--- config.mk ---
export PLATFORM = sky130hd
export DESIGN_NAME = sound_voice_priority_arbiter
export DESIGN_NICKNAME = d
export VERILOG_FILES = /design/src/svpa_pkg.sv /design/src/sound_voice_priority_arbiter.sv
export SDC_FILE = /design/constraint.sdc
export NUM_CORES = 1
export LEC_CHECK = 0
export BUFFER_PORTS_ARGS = -buffer_cell sky130_fd_sc_hd__buf_2
export CAP_MARGIN = 20
export CORE_UTILIZATION = 47
export DETAILED_ROUTE_END_ITERATION = 8
export GPL_ROUTABILITY_DRIVEN = 0
export GPL_TIMING_DRIVEN = 0
export PLACE_DENSITY = 0.62
export SLEW_MARGIN = 10
export SYNTH_ARGS = -nofsm -noshare
export SYNTH_HDL_FRONTEND = slang
export SYNTH_SLANG_ARGS = --single-unit
--- constraint.sdc ---
create_clock -name i_clk -period 4.97 [get_ports i_clk]
set_clock_uncertainty 0.1 [all_clocks]
set_input_delay 0.497 -clock i_clk [delete_from_list [all_inputs] [get_ports i_clk]]
set_output_delay 0.497 -clock i_clk [all_outputs]
set_load 0.005 [all_outputs]
--- src/svpa_pkg.sv ---
// ----------------------------------------------------------------------------
// svpa_pkg
// Types and constants for the three-voice sound precedence arbiter.
// ----------------------------------------------------------------------------
package svpa_pkg;

    localparam int VOICES_DEF = 3;
    localparam int VW         = 2;   // voice field width
    localparam int SW         = 8;   // sound number width
    localparam int PW         = 8;   // precedence width
    localparam int EW         = 10;  // element code width
    localparam int CW         = 12;  // coordinate width

    typedef enum logic [1:0] {
        OP_REQUEST  = 2'd0,
        OP_COMMIT   = 2'd1,
        OP_FINISHED = 2'd2,
        OP_OFF      = 2'd3
    } t_op;

    typedef enum logic [0:0] {
        CMD_STOP  = 1'b0,
        CMD_START = 1'b1
    } t_cmd;

    // per-voice action decided during evaluation, or set to stop by all off
    typedef enum logic [1:0] {
        ACT_NONE  = 2'd0,
        ACT_STOP  = 2'd1,
        ACT_START = 2'd2,
        ACT_BOTH  = 2'd3
    } t_act;

    typedef enum logic [2:0] {
        S_IDLE = 3'b001,
        S_EVAL = 3'b010,
        S_EMIT = 3'b100
    } t_state;

    typedef struct packed {
        logic [1:0]    operation;
        logic [VW-1:0] voice;
        logic [SW-1:0] sound_id;
        logic [PW-1:0] request_precedence;
        logic          request_looped;
        logic          request_force;
        logic [EW-1:0] element_code;
        logic [CW-1:0] pos_x;
        logic [CW-1:0] pos_y;
    } t_in;

    typedef struct packed {
        logic          command;
        logic [VW-1:0] out_voice;
        logic [SW-1:0] out_sound;
        logic [EW-1:0] out_element;
        logic [CW-1:0] out_x;
        logic [CW-1:0] out_y;
        logic          last;
    } t_out;

    typedef struct packed {
        logic [SW-1:0] sound;
        logic [PW-1:0] prec;
        logic          looped;
        logic          force_rs;
        logic [EW-1:0] element;
        logic [CW-1:0] x;
        logic [CW-1:0] y;
    } t_pend;

    typedef struct packed {
        logic [SW-1:0] sound;
        logic [PW-1:0] prec;
        logic          looped;
        logic [EW-1:0] element;
    } t_play;

endpackage

--- src/sound_voice_priority_arbiter.sv ---
// ----------------------------------------------------------------------------
// sound_voice_priority_arbiter
// Per-voice sound request arbitration by precedence, stop/start sequencing.
// ----------------------------------------------------------------------------
// Request and finished: busy stays low, no result.
// Commit: busy while the voices are evaluated in turn (shared compare), then
// while each voice is emitted in turn, a stop-then-start voice giving both
// results; a voice without a command leaves a gap in the results. All off:
// busy while three stops are emitted. No stalls; start is ignored while busy.
// Synchronous active-low reset clears all slots and the sequencer.
module sound_voice_priority_arbiter
    import svpa_pkg::*;
#(
    parameter int VOICES = VOICES_DEF
) (
    input  logic i_clk,
    input  logic i_rst_n,
    input  logic start,
    output logic busy,
    input  t_in  i_req,
    output logic o_valid,
    output t_out o_res
);

    localparam int IW = (VOICES > 1) ? $clog2(VOICES) : 1;

    t_state        r_state,  n_state;
    logic [IW-1:0] r_idx,    n_idx;
    logic          r_sub,    n_sub;
    logic          r_commit, n_commit;
    t_act          r_act  [VOICES];
    t_act          n_act  [VOICES];
    t_pend         r_pend [VOICES];
    t_pend         n_pend [VOICES];
    t_play         r_play [VOICES];
    t_play         n_play [VOICES];
    logic          r_valid,  n_valid;
    t_out          r_out,    n_out;

    logic          w_accept;
    logic          w_vok;
    logic [IW-1:0] w_sel;
    t_pend         w_q;
    t_play         w_p;
    logic          w_go;
    t_act          w_eval;
    logic          w_later;
    logic          w_final;
    logic [VW-1:0] w_vout;

    assign busy     = (r_state != S_IDLE);
    assign w_accept = start && !busy;
    assign w_vok    = (i_req.voice != '0) && (32'(i_req.voice) <= VOICES);
    assign w_sel    = busy ? r_idx : IW'(i_req.voice - VW'(1));
    assign w_q      = r_pend[w_sel];
    assign w_p      = r_play[w_sel];
    assign w_vout   = VW'({1'b0, r_idx} + (IW+1)'(1));

    // shared start decision for the voice under evaluation (rule differs by voice)
    always_comb begin
        case (r_idx)
            IW'(0): begin
                w_go = (w_q.prec >= w_p.prec);
            end
            IW'(1): begin
                w_go = (w_p.sound == '0) || w_q.force_rs || (w_q.prec > w_p.prec);
            end
            default: begin
                w_go = !(!w_p.looped && w_q.looped && (w_p.sound != '0));
            end
        endcase
        if (w_q.sound != '0) begin
            w_eval = !w_go ? ACT_NONE : (w_q.looped ? ACT_START : ACT_BOTH);
        end else begin
            w_eval = w_p.looped ? ACT_STOP : ACT_NONE;
        end
    end

    always_comb begin
        w_later = 1'b0;
        for (int k = 0; k < VOICES; k++) begin
            if ((k > 32'(r_idx)) && (r_act[k] != ACT_NONE)) begin
                w_later = 1'b1;
            end
        end
    end

    always_comb begin
        n_state  = r_state;
        n_idx    = r_idx;
        n_sub    = r_sub;
        n_commit = r_commit;
        n_act    = r_act;
        n_pend   = r_pend;
        n_play   = r_play;
        n_valid  = 1'b0;
        n_out    = r_out;
        w_final  = 1'b0;

        case (r_state)
            S_IDLE: begin
                if (w_accept) begin
                    case (i_req.operation)
                        OP_REQUEST: begin
                            if (w_vok && (i_req.sound_id != '0) &&
                                (i_req.request_precedence >= w_q.prec)) begin
                                n_pend[w_sel].sound    = i_req.sound_id;
                                n_pend[w_sel].prec     = i_req.request_precedence;
                                n_pend[w_sel].looped   = i_req.request_looped;
                                n_pend[w_sel].force_rs = i_req.request_force;
                                n_pend[w_sel].element  = i_req.element_code;
                                n_pend[w_sel].x        = i_req.pos_x;
                                n_pend[w_sel].y        = i_req.pos_y;
                            end
                        end
                        OP_FINISHED: begin
                            if (w_vok) begin
                                n_play[w_sel].sound  = '0;
                                n_play[w_sel].prec   = '0;
                                n_play[w_sel].looped = 1'b0;
                            end
                        end
                        OP_COMMIT: begin
                            n_state  = S_EVAL;
                            n_idx    = '0;
                            n_sub    = 1'b0;
                            n_commit = 1'b1;
                        end
                        default: begin
                            for (int k = 0; k < VOICES; k++) begin
                                n_act[k] = ACT_STOP;
                            end
                            n_state  = S_EMIT;
                            n_idx    = '0;
                            n_sub    = 1'b0;
                            n_commit = 1'b0;
                        end
                    endcase
                end
            end
            S_EVAL: begin
                n_act[r_idx] = w_eval;
                if (32'(r_idx) == VOICES - 1) begin
                    n_idx   = '0;
                    n_state = S_EMIT;
                end else begin
                    n_idx = r_idx + IW'(1);
                end
            end
            S_EMIT: begin
                if ((r_act[r_idx] == ACT_STOP) ||
                    ((r_act[r_idx] == ACT_BOTH) && !r_sub)) begin
                    n_valid               = 1'b1;
                    n_out.command         = CMD_STOP;
                    n_out.out_voice       = w_vout;
                    n_out.out_sound       = w_p.sound;
                    n_out.out_element     = w_p.element;
                    n_out.out_x           = '0;
                    n_out.out_y           = '0;
                    n_out.last            = (r_act[r_idx] == ACT_STOP) && !w_later;
                    n_play[r_idx].sound   = '0;
                    n_play[r_idx].prec    = '0;
                    n_play[r_idx].looped  = 1'b0;
                end else if (r_act[r_idx] != ACT_NONE) begin
                    n_valid               = 1'b1;
                    n_out.command         = CMD_START;
                    n_out.out_voice       = w_vout;
                    n_out.out_sound       = w_q.sound;
                    n_out.out_element     = w_q.element;
                    n_out.out_x           = w_q.x;
                    n_out.out_y           = w_q.y;
                    n_out.last            = !w_later;
                    n_play[r_idx].sound   = w_q.sound;
                    n_play[r_idx].prec    = w_q.prec;
                    n_play[r_idx].looped  = w_q.looped;
                    n_play[r_idx].element = w_q.element;
                end
                if ((r_act[r_idx] == ACT_BOTH) && !r_sub) begin
                    n_sub = 1'b1;
                end else begin
                    n_sub   = 1'b0;
                    w_final = (32'(r_idx) == VOICES - 1);
                    if (w_final) begin
                        n_idx   = '0;
                        n_state = S_IDLE;
                        if (r_commit) begin
                            for (int k = 0; k < VOICES; k++) begin
                                n_pend[k] = '0;
                            end
                        end
                    end else begin
                        n_idx = r_idx + IW'(1);
                    end
                end
            end
            default: begin
                n_state = S_IDLE;
            end
        endcase
    end

    always_ff @(posedge i_clk) begin
        if (!i_rst_n) begin
            r_state  <= S_IDLE;
            r_idx    <= '0;
            r_sub    <= 1'b0;
            r_commit <= 1'b0;
            r_valid  <= 1'b0;
            for (int k = 0; k < VOICES; k++) begin
                r_act[k]  <= ACT_NONE;
                r_pend[k] <= '0;
                r_play[k] <= '0;
            end
        end else begin
            r_state  <= n_state;
            r_idx    <= n_idx;
            r_sub    <= n_sub;
            r_commit <= n_commit;
            r_valid  <= n_valid;
            r_act    <= n_act;
            r_pend   <= n_pend;
            r_play   <= n_play;
        end
    end

    always_ff @(posedge i_clk) begin
        r_out <= n_out;
    end

    assign o_valid = r_valid;
    assign o_res   = r_out;

endmodule
* Yosys cells after proc, flatten, opt, wreduce, memory -nomap -nowiden
Index checks and enable logic that the tools add are counted.
** Storage, ports and cells
- Register bits :: 297
- Input port bits :: 59
- Logic and storage cells :: 230
** Operators by class
- Reductions and logical operators :: 44
- $lt $le $gt $ge :: 9
- Equality and inequality tests :: 22
- Add/sub/neg operators :: 3
- Mux-type cells :: 101
- Bitwise gates (word level) :: 3
** Operators by type and width (number)
- 156-bit bitwise mux :: 7
- 156-bit two-way mux :: 6
- 81-bit bitwise mux :: 10
- 52-bit demux with 2-bit select :: 7
- 81-bit two-way mux :: 5
- 27-bit demux with 2-bit select :: 7
- 156-bit one-hot mux with 2 select lines :: 1
- 81-bit one-hot mux with 2 select lines :: 1
- 52-bit two-way mux :: 3
- 27-bit two-way mux :: 4
- 52-bit binary-select mux with 2-bit select :: 1
- 27-bit binary-select mux with 2-bit select :: 1
- 46-bit two-way mux :: 1
- 45-bit two-way mux :: 1
- 44-bit two-way mux :: 1
- 19-bit two-way mux :: 2
- 36-bit two-way mux :: 1
- 35-bit two-way mux :: 1
- 34-bit two-way mux :: 1
- 24-bit two-way mux :: 1
- 8-bit nonzero test :: 3
- 11-bit two-way mux :: 2
- 2-bit two-way mux :: 10
- 2-bit inequality test (second input constant) :: 9
- 45 further kinds :: 96

* Depth between registers and ports, before layout
- Depth in word-level cells :: 18
- Depth in mapped cells :: 20
- Gate-level depth less buffers :: 16

* Worst setup path after synthesis
Ideal clock, no wire load.
- Path type :: input -> register
- Start :: input i_req[52] in the netlist's numbering
- End :: register r_act[0] in the netlist's numbering
- Path slack :: 432 ps
- Required time :: 4721 ps
- Stages :: 18
- Library setup time :: 149 ps
- Arrival :: 4289 ps
- Cells stage by stage :: buf_2 > inv_1 > ha_1 > nand2b_1 > mux2i_1 > buf_2 > buf_2 > buf_1 > buf_1 > a21oi_1 > ha_1 > nand4_1 > nor4b_1 > o21ai_0 > a22o_1 > a211oi_1 > or3_1 > a41oi_1
** Between the ends
- Word-level cells in the longest chain between the ends :: 15
** RTL lines
- start, declared :: RTL line sound_voice_priority_arbiter.sv:20 : input t_in i_req,
- 2-bit by 1-bit subtractor with 2-bit output * :: RTL line sound_voice_priority_arbiter.sv:54 : assign w_sel = busy ? r_idx : IW'(i_req.voice - VW'(1));
- 2-bit two-way mux * :: RTL line sound_voice_priority_arbiter.sv:54
- 2-bit inverter with 3-bit output (not written as such) * :: RTL line sound_voice_priority_arbiter.sv:55, sound_voice_priority_arbiter.sv:56
- branches (longest 9 deep; another with 8-bit greater-than comparator)
- 2-bit two-way mux * :: RTL line sound_voice_priority_arbiter.sv:72 : if (w_q.sound != '0) begin
- 6-bit bitwise mux * :: RTL line sound_voice_priority_arbiter.sv:142 : n_act[r_idx] = w_eval;
- 6-bit one-hot mux with 2 select lines * :: RTL line sound_voice_priority_arbiter.sv:100 : case (r_state)
- end signal, assigned :: RTL line sound_voice_priority_arbiter.sv:220 : r_act <= n_act;
- end, declared :: RTL line sound_voice_priority_arbiter.sv:31 : t_act r_act [VOICES];
Every way passes the cells marked *. The select of a mux whose other input is x is not followed.
A chain may end at the register's enable or synchronous reset.

* Worst setup path after layout
- Start :: register r_state[0]
- End :: register r_pend[134] in the netlist's numbering
** Between the ends
- Word-level cells in the longest chain between the ends :: 15
** RTL lines
- start, declared :: RTL line sound_voice_priority_arbiter.sv:27 : t_state r_state, n_state;
- start signal, assigned :: RTL line sound_voice_priority_arbiter.sv:215 : r_state <= n_state;
- branches (longest 15 deep; another with 3-bit greater-or-equal comparator)
- end signal, assigned :: RTL line sound_voice_priority_arbiter.sv:221 : r_pend <= n_pend;
- end, declared :: RTL line sound_voice_priority_arbiter.sv:33 : t_pend r_pend [VOICES];
Several ways; the timed one is not identified. The select of a mux whose other input is x is not followed.

==> insert_results.sql <==
INSERT INTO impl_metrics (metric_group, metric, value, unit) VALUES
('logic_synthesis', 'synth-seq-cells', '297', ''),
('timing', 'layout_min_cycle_time', '4.770', 'ns'),
('final_layout', 'multi_input_area', '5443', 'um2'),
('drt', 'route.detailed.vias_per_inst', '5.979', ''),
('critical_path', 'worst_r2r_startpoint', 'r_state[0]$_SDFFE_PN1P_', ''),
('die', 'dieHeight', '163.4', 'um'),
('cts', 'cts_num_sinks', '297', ''),
('flow_run', 'cap_viol_max_count', '0', ''),
('cts', 'cts_max_level', '1', ''),
('grt', 'grt_start_max_net_pins', '31', ''),
('final_layout', 'fill_cells', '2353', ''),
('grt', 'grt_pass1_vias', '10212', ''),
('logic_synthesis', 'syn-num-nets', '1357', ''),
('logic_synthesis', 'synth_sequential_area_ratio', '0.5231', ''),
('critical_path', 'timing.critical_path.arrival', '5.17', 'ns'),
('grt', 'residual_overflow_from_global_routing', '0', ''),
('die', 'floorplan.rows', '58', ''),
('final_layout', 'syn2layout_area_growth', '17.92', '%'),
('critical_path', 'worst_setup_path_start_kind', 'flop', ''),
('timing', 'max-slew-margin-rel', '0.2624', ''),
('drt', 'postRouteAntennaNets', '0', ''),
('placed_design', 'dp_hpwl', '25.75', 'mm'),
('final_layout', 'drive_gt1_frac', '0.1677', ''),
('power', 'clock_power_share', '0.364', ''),
('grt', 'grt_overall_usage', '0.2840', ''),
('status', 'result_of_the_run', 'complete, no violations', ''),
('min_path', 'worstHoldStart', 'i_req[8]', ''),
('logic_synthesis', 'mappedNetlistArea', '12250', 'um2'),
('grt', 'grt_antenna_before_repair', '0', ''),
('cts', 'ctsRootBufferMaster', 'clkbuf_16', ''),
('logic_synthesis', 'synth_edf_count', '46', ''),
('timing', 'timing.final.crit_share', '0.9597', ''),
('die', 'floorplan.initialDensity', '0.4822', ''),
('timing', 'fmax', '209.7', 'MHz'),
('die', 'core-area', '25400', 'um2'),
('power', 'power.share.switching', '0.3256', ''),
('critical_path', 'crit_path_top_delay_cell', 'dfxtp_1', ''),
('final_layout', 'insertedDiodeCount', '0', ''),
('critical_path', 'worstPathRequired', '5.37', 'ns'),
('timing', 'timing.final.setup_violations', '0', ''),
('timing', 'fin_hold_ws', '0.08435', 'ns'),
('timing', 'final_hold_viol_count', '0', ''),
('critical_path', 'launching_element_of_the_worst_setup_path', 'r_state[0]$_SDFFE_PN1P_', ''),
('drt', 'wirelength', '37.45', 'mm'),
('cts', 'clockBufferDepth', '3', ''),
('drt', 'routed_length_per_placed_instance', '21.12', 'um'),
('critical_path', 'crit_path_end_kind', 'flop', ''),
('power', 'p_sw', '2068', 'uW'),
('timing', 'grt_setup_unrepaired', 'no', ''),
('critical_path', 'worst-setup-path-type', 'flop to flop', ''),
('critical_path', 'critical-path-max-stage-delay', '0.45', 'ns'),
('critical_path', 'crit_path_max_fanout', '19', ''),
('power', 'cellLeakagePower', '0.005555', 'uW'),
('die', 'design.die.area', '26710', 'um2'),
('final_layout', 'nets', '1497', ''),
('grt', 'grt_pass1_wl', '58.71', 'mm'),
('min_path', 'worst_hold_path_type', 'primary input to flop', ''),
('logic_synthesis', 'synth.lib_cells_used.distinct', '56', ''),
('timing', 'timing_max_transition_violations_final', '0', ''),
('placed_design', 'portbufs', '104', ''),
('power', 'p_per_area', '439.8', 'nW/um2'),
('logic_synthesis', 'synthArstFlopShare', '0', ''),
('logic_synthesis', 'post_synth_inst_count', '1279', ''),
('placed_design', 'preCtsSetupSlack', '-1.893', 'ns'),
('cts', 'cts.clk_slew.worst_paths', '0.06', 'ns'),
('timing', 'worst_slack', '0.2005', 'ns'),
('drt', 'drt_iter0_drc', '1019', ''),
('cts', 'tritoncts', 'built', ''),
('logic_synthesis', 'synthesis.area_per_instance', '9.575', 'um2'),
('drt', 'firstDrtPassIters', '5', ''),
('die', 'boundaryPins', '107', '');
metal layers:
layer / share of wire / vias up / routed length, um / global-route usage
met5: 0 / - / 0 / 0
met4: 0.026 / 0 / 972 / 0.08751
met3: 0.063 / 66 / 2345 / 0.04723
met2: 0.44 / 371 / 16640 / 0.4399
met1: 0.47 / 5188 / 17490 / 0.4026
li1: - / 4976 / - / -
flip-flops by register name, indices dropped and copies added, names as in the netlist:
signal    flops
r_play       81
r_sub         1
o_valid       1
r_act         6
r_commit      1
r_pend      156
r_idx         2
o_res        46
r_state       3
final cells by class:
class / instances / share of cell area
plain buffers: 102 / 0.03422
clock inverters: 8 / 0.004679
multi-input cells: 855 / 0.3769
clock buffers: 49 / 0.06541
well taps: 330 / 0.02859
repair buffers: 110 / 0.04089
inverters: 22 / 0.005718
flip-flops and latches: 297 / 0.4436
critical path: cells and delay by family (launching register included):
kind,cells,cell delay (ns)
AOI/OAI and AO/OA,4,1.20
adders and majority gates,1,0.30
buffers and inverters,6,1.29
DFF,1,0.45
muxes,2,0.47
and+or+nand+nor,4,0.88
logic make-up after synthesis:
group,share of synthesized area
AO/OA/AOI/OAI,0.2633
adder cells (fa/ha/maj),0.02023
buffers and inverters,0.04301
flip-flops,0.5231
multiplexers,0.03279
AND/OR/NAND/NOR,0.1176
path summary, 6_finish.rpt:
check                              to  slack [ns]  cells after the start
max          r_pend[134]$_SDFFE_PN0P_        0.20                     17
min           r_pend[60]$_SDFFE_PN0P_        0.08                      2
max reg2reg  r_pend[134]$_SDFFE_PN0P_        0.20                     17
min reg2reg     r_act[5]$_SDFFE_PN0P_        0.35                      2
cell usage after synthesis (all sizes together), types with 4 or more instances:
cell type  number  area share
and2            5      0.0026
nand2b          6      0.0031
nand2         158       0.048
a221oi          4      0.0029
clkbuf         53       0.016
a211oi         42       0.026
nor4            5      0.0026
o21a            5      0.0031
ha             19       0.019
dfxtp         251        0.41
nor3            7      0.0038
edfxtp         46        0.11
inv            22      0.0067
buf            52       0.020
or4             4      0.0025
nor2          134       0.042
a21oi         128       0.052
a22oi          51       0.031
a22o          157        0.11
o22ai           4      0.0020
o21ai          36       0.015
a31oi           5      0.0026
mux2i          39       0.032
nand4           4      0.0026
power by group through the flow:
stage	Sequential (uW)	Combinational [uW]	Clock (uW)
after detailed placement	2600	1340	0
after global placement	2600	1330	0
after CTS	2540	1440	2320
after floorplan	2590	831	0
after global routing	2550	1590	2420
final	2550	1500	2310
placed cells by master, fill, tap and decap left out, drive strengths merged, types with 4 or more instances in the layout:
master | netlist | final
dfxtp | 251 | 251
nand2 | 158 | 158
a22o | 157 | 157
buf | 52 | 151
nor2 | 134 | 134
a21oi | 128 | 128
clkbuf | 53 | 110
a22oi | 51 | 51
edfxtp | 46 | 46
a211oi | 42 | 42
mux2i | 39 | 39
o21ai | 36 | 36
inv | 22 | 22
ha | 19 | 19
nor3 | 7 | 7
nand2b | 6 | 6
clkinv | 0 | 6
nor4 | 5 | 5
and2 | 5 | 5
o21a | 5 | 5
a31oi | 5 | 5
o22ai | 4 | 4
or4 | 4 | 4
a221oi | 4 | 4
nand4 | 4 | 4
through the flow:
stage	instance area (um2)	utilization	power, uW	setup TNS [ns]	std cells
6_report	14440	0.5686	6351	0	1773
5_1_grt	14440	0.5686	6566	0	1773
4_1_cts	14380	0.5662	6309	0	1772
3_5_place_dp	13200	0.5197	3941	-262.97	1714
3_3_place_gp	13180	0.5189	3928	-273.38	1713
2_1_floorplan	12250	-	3420	0	1279
repair_timing:
item                       4_1_cts  5_1_grt
gates resized for setup         44       20
pin swaps                        1        1
setup endpoints to repair      162      158
buffers inserted                 3        2
Note: power is estimated with default switching activity, not from simulation.
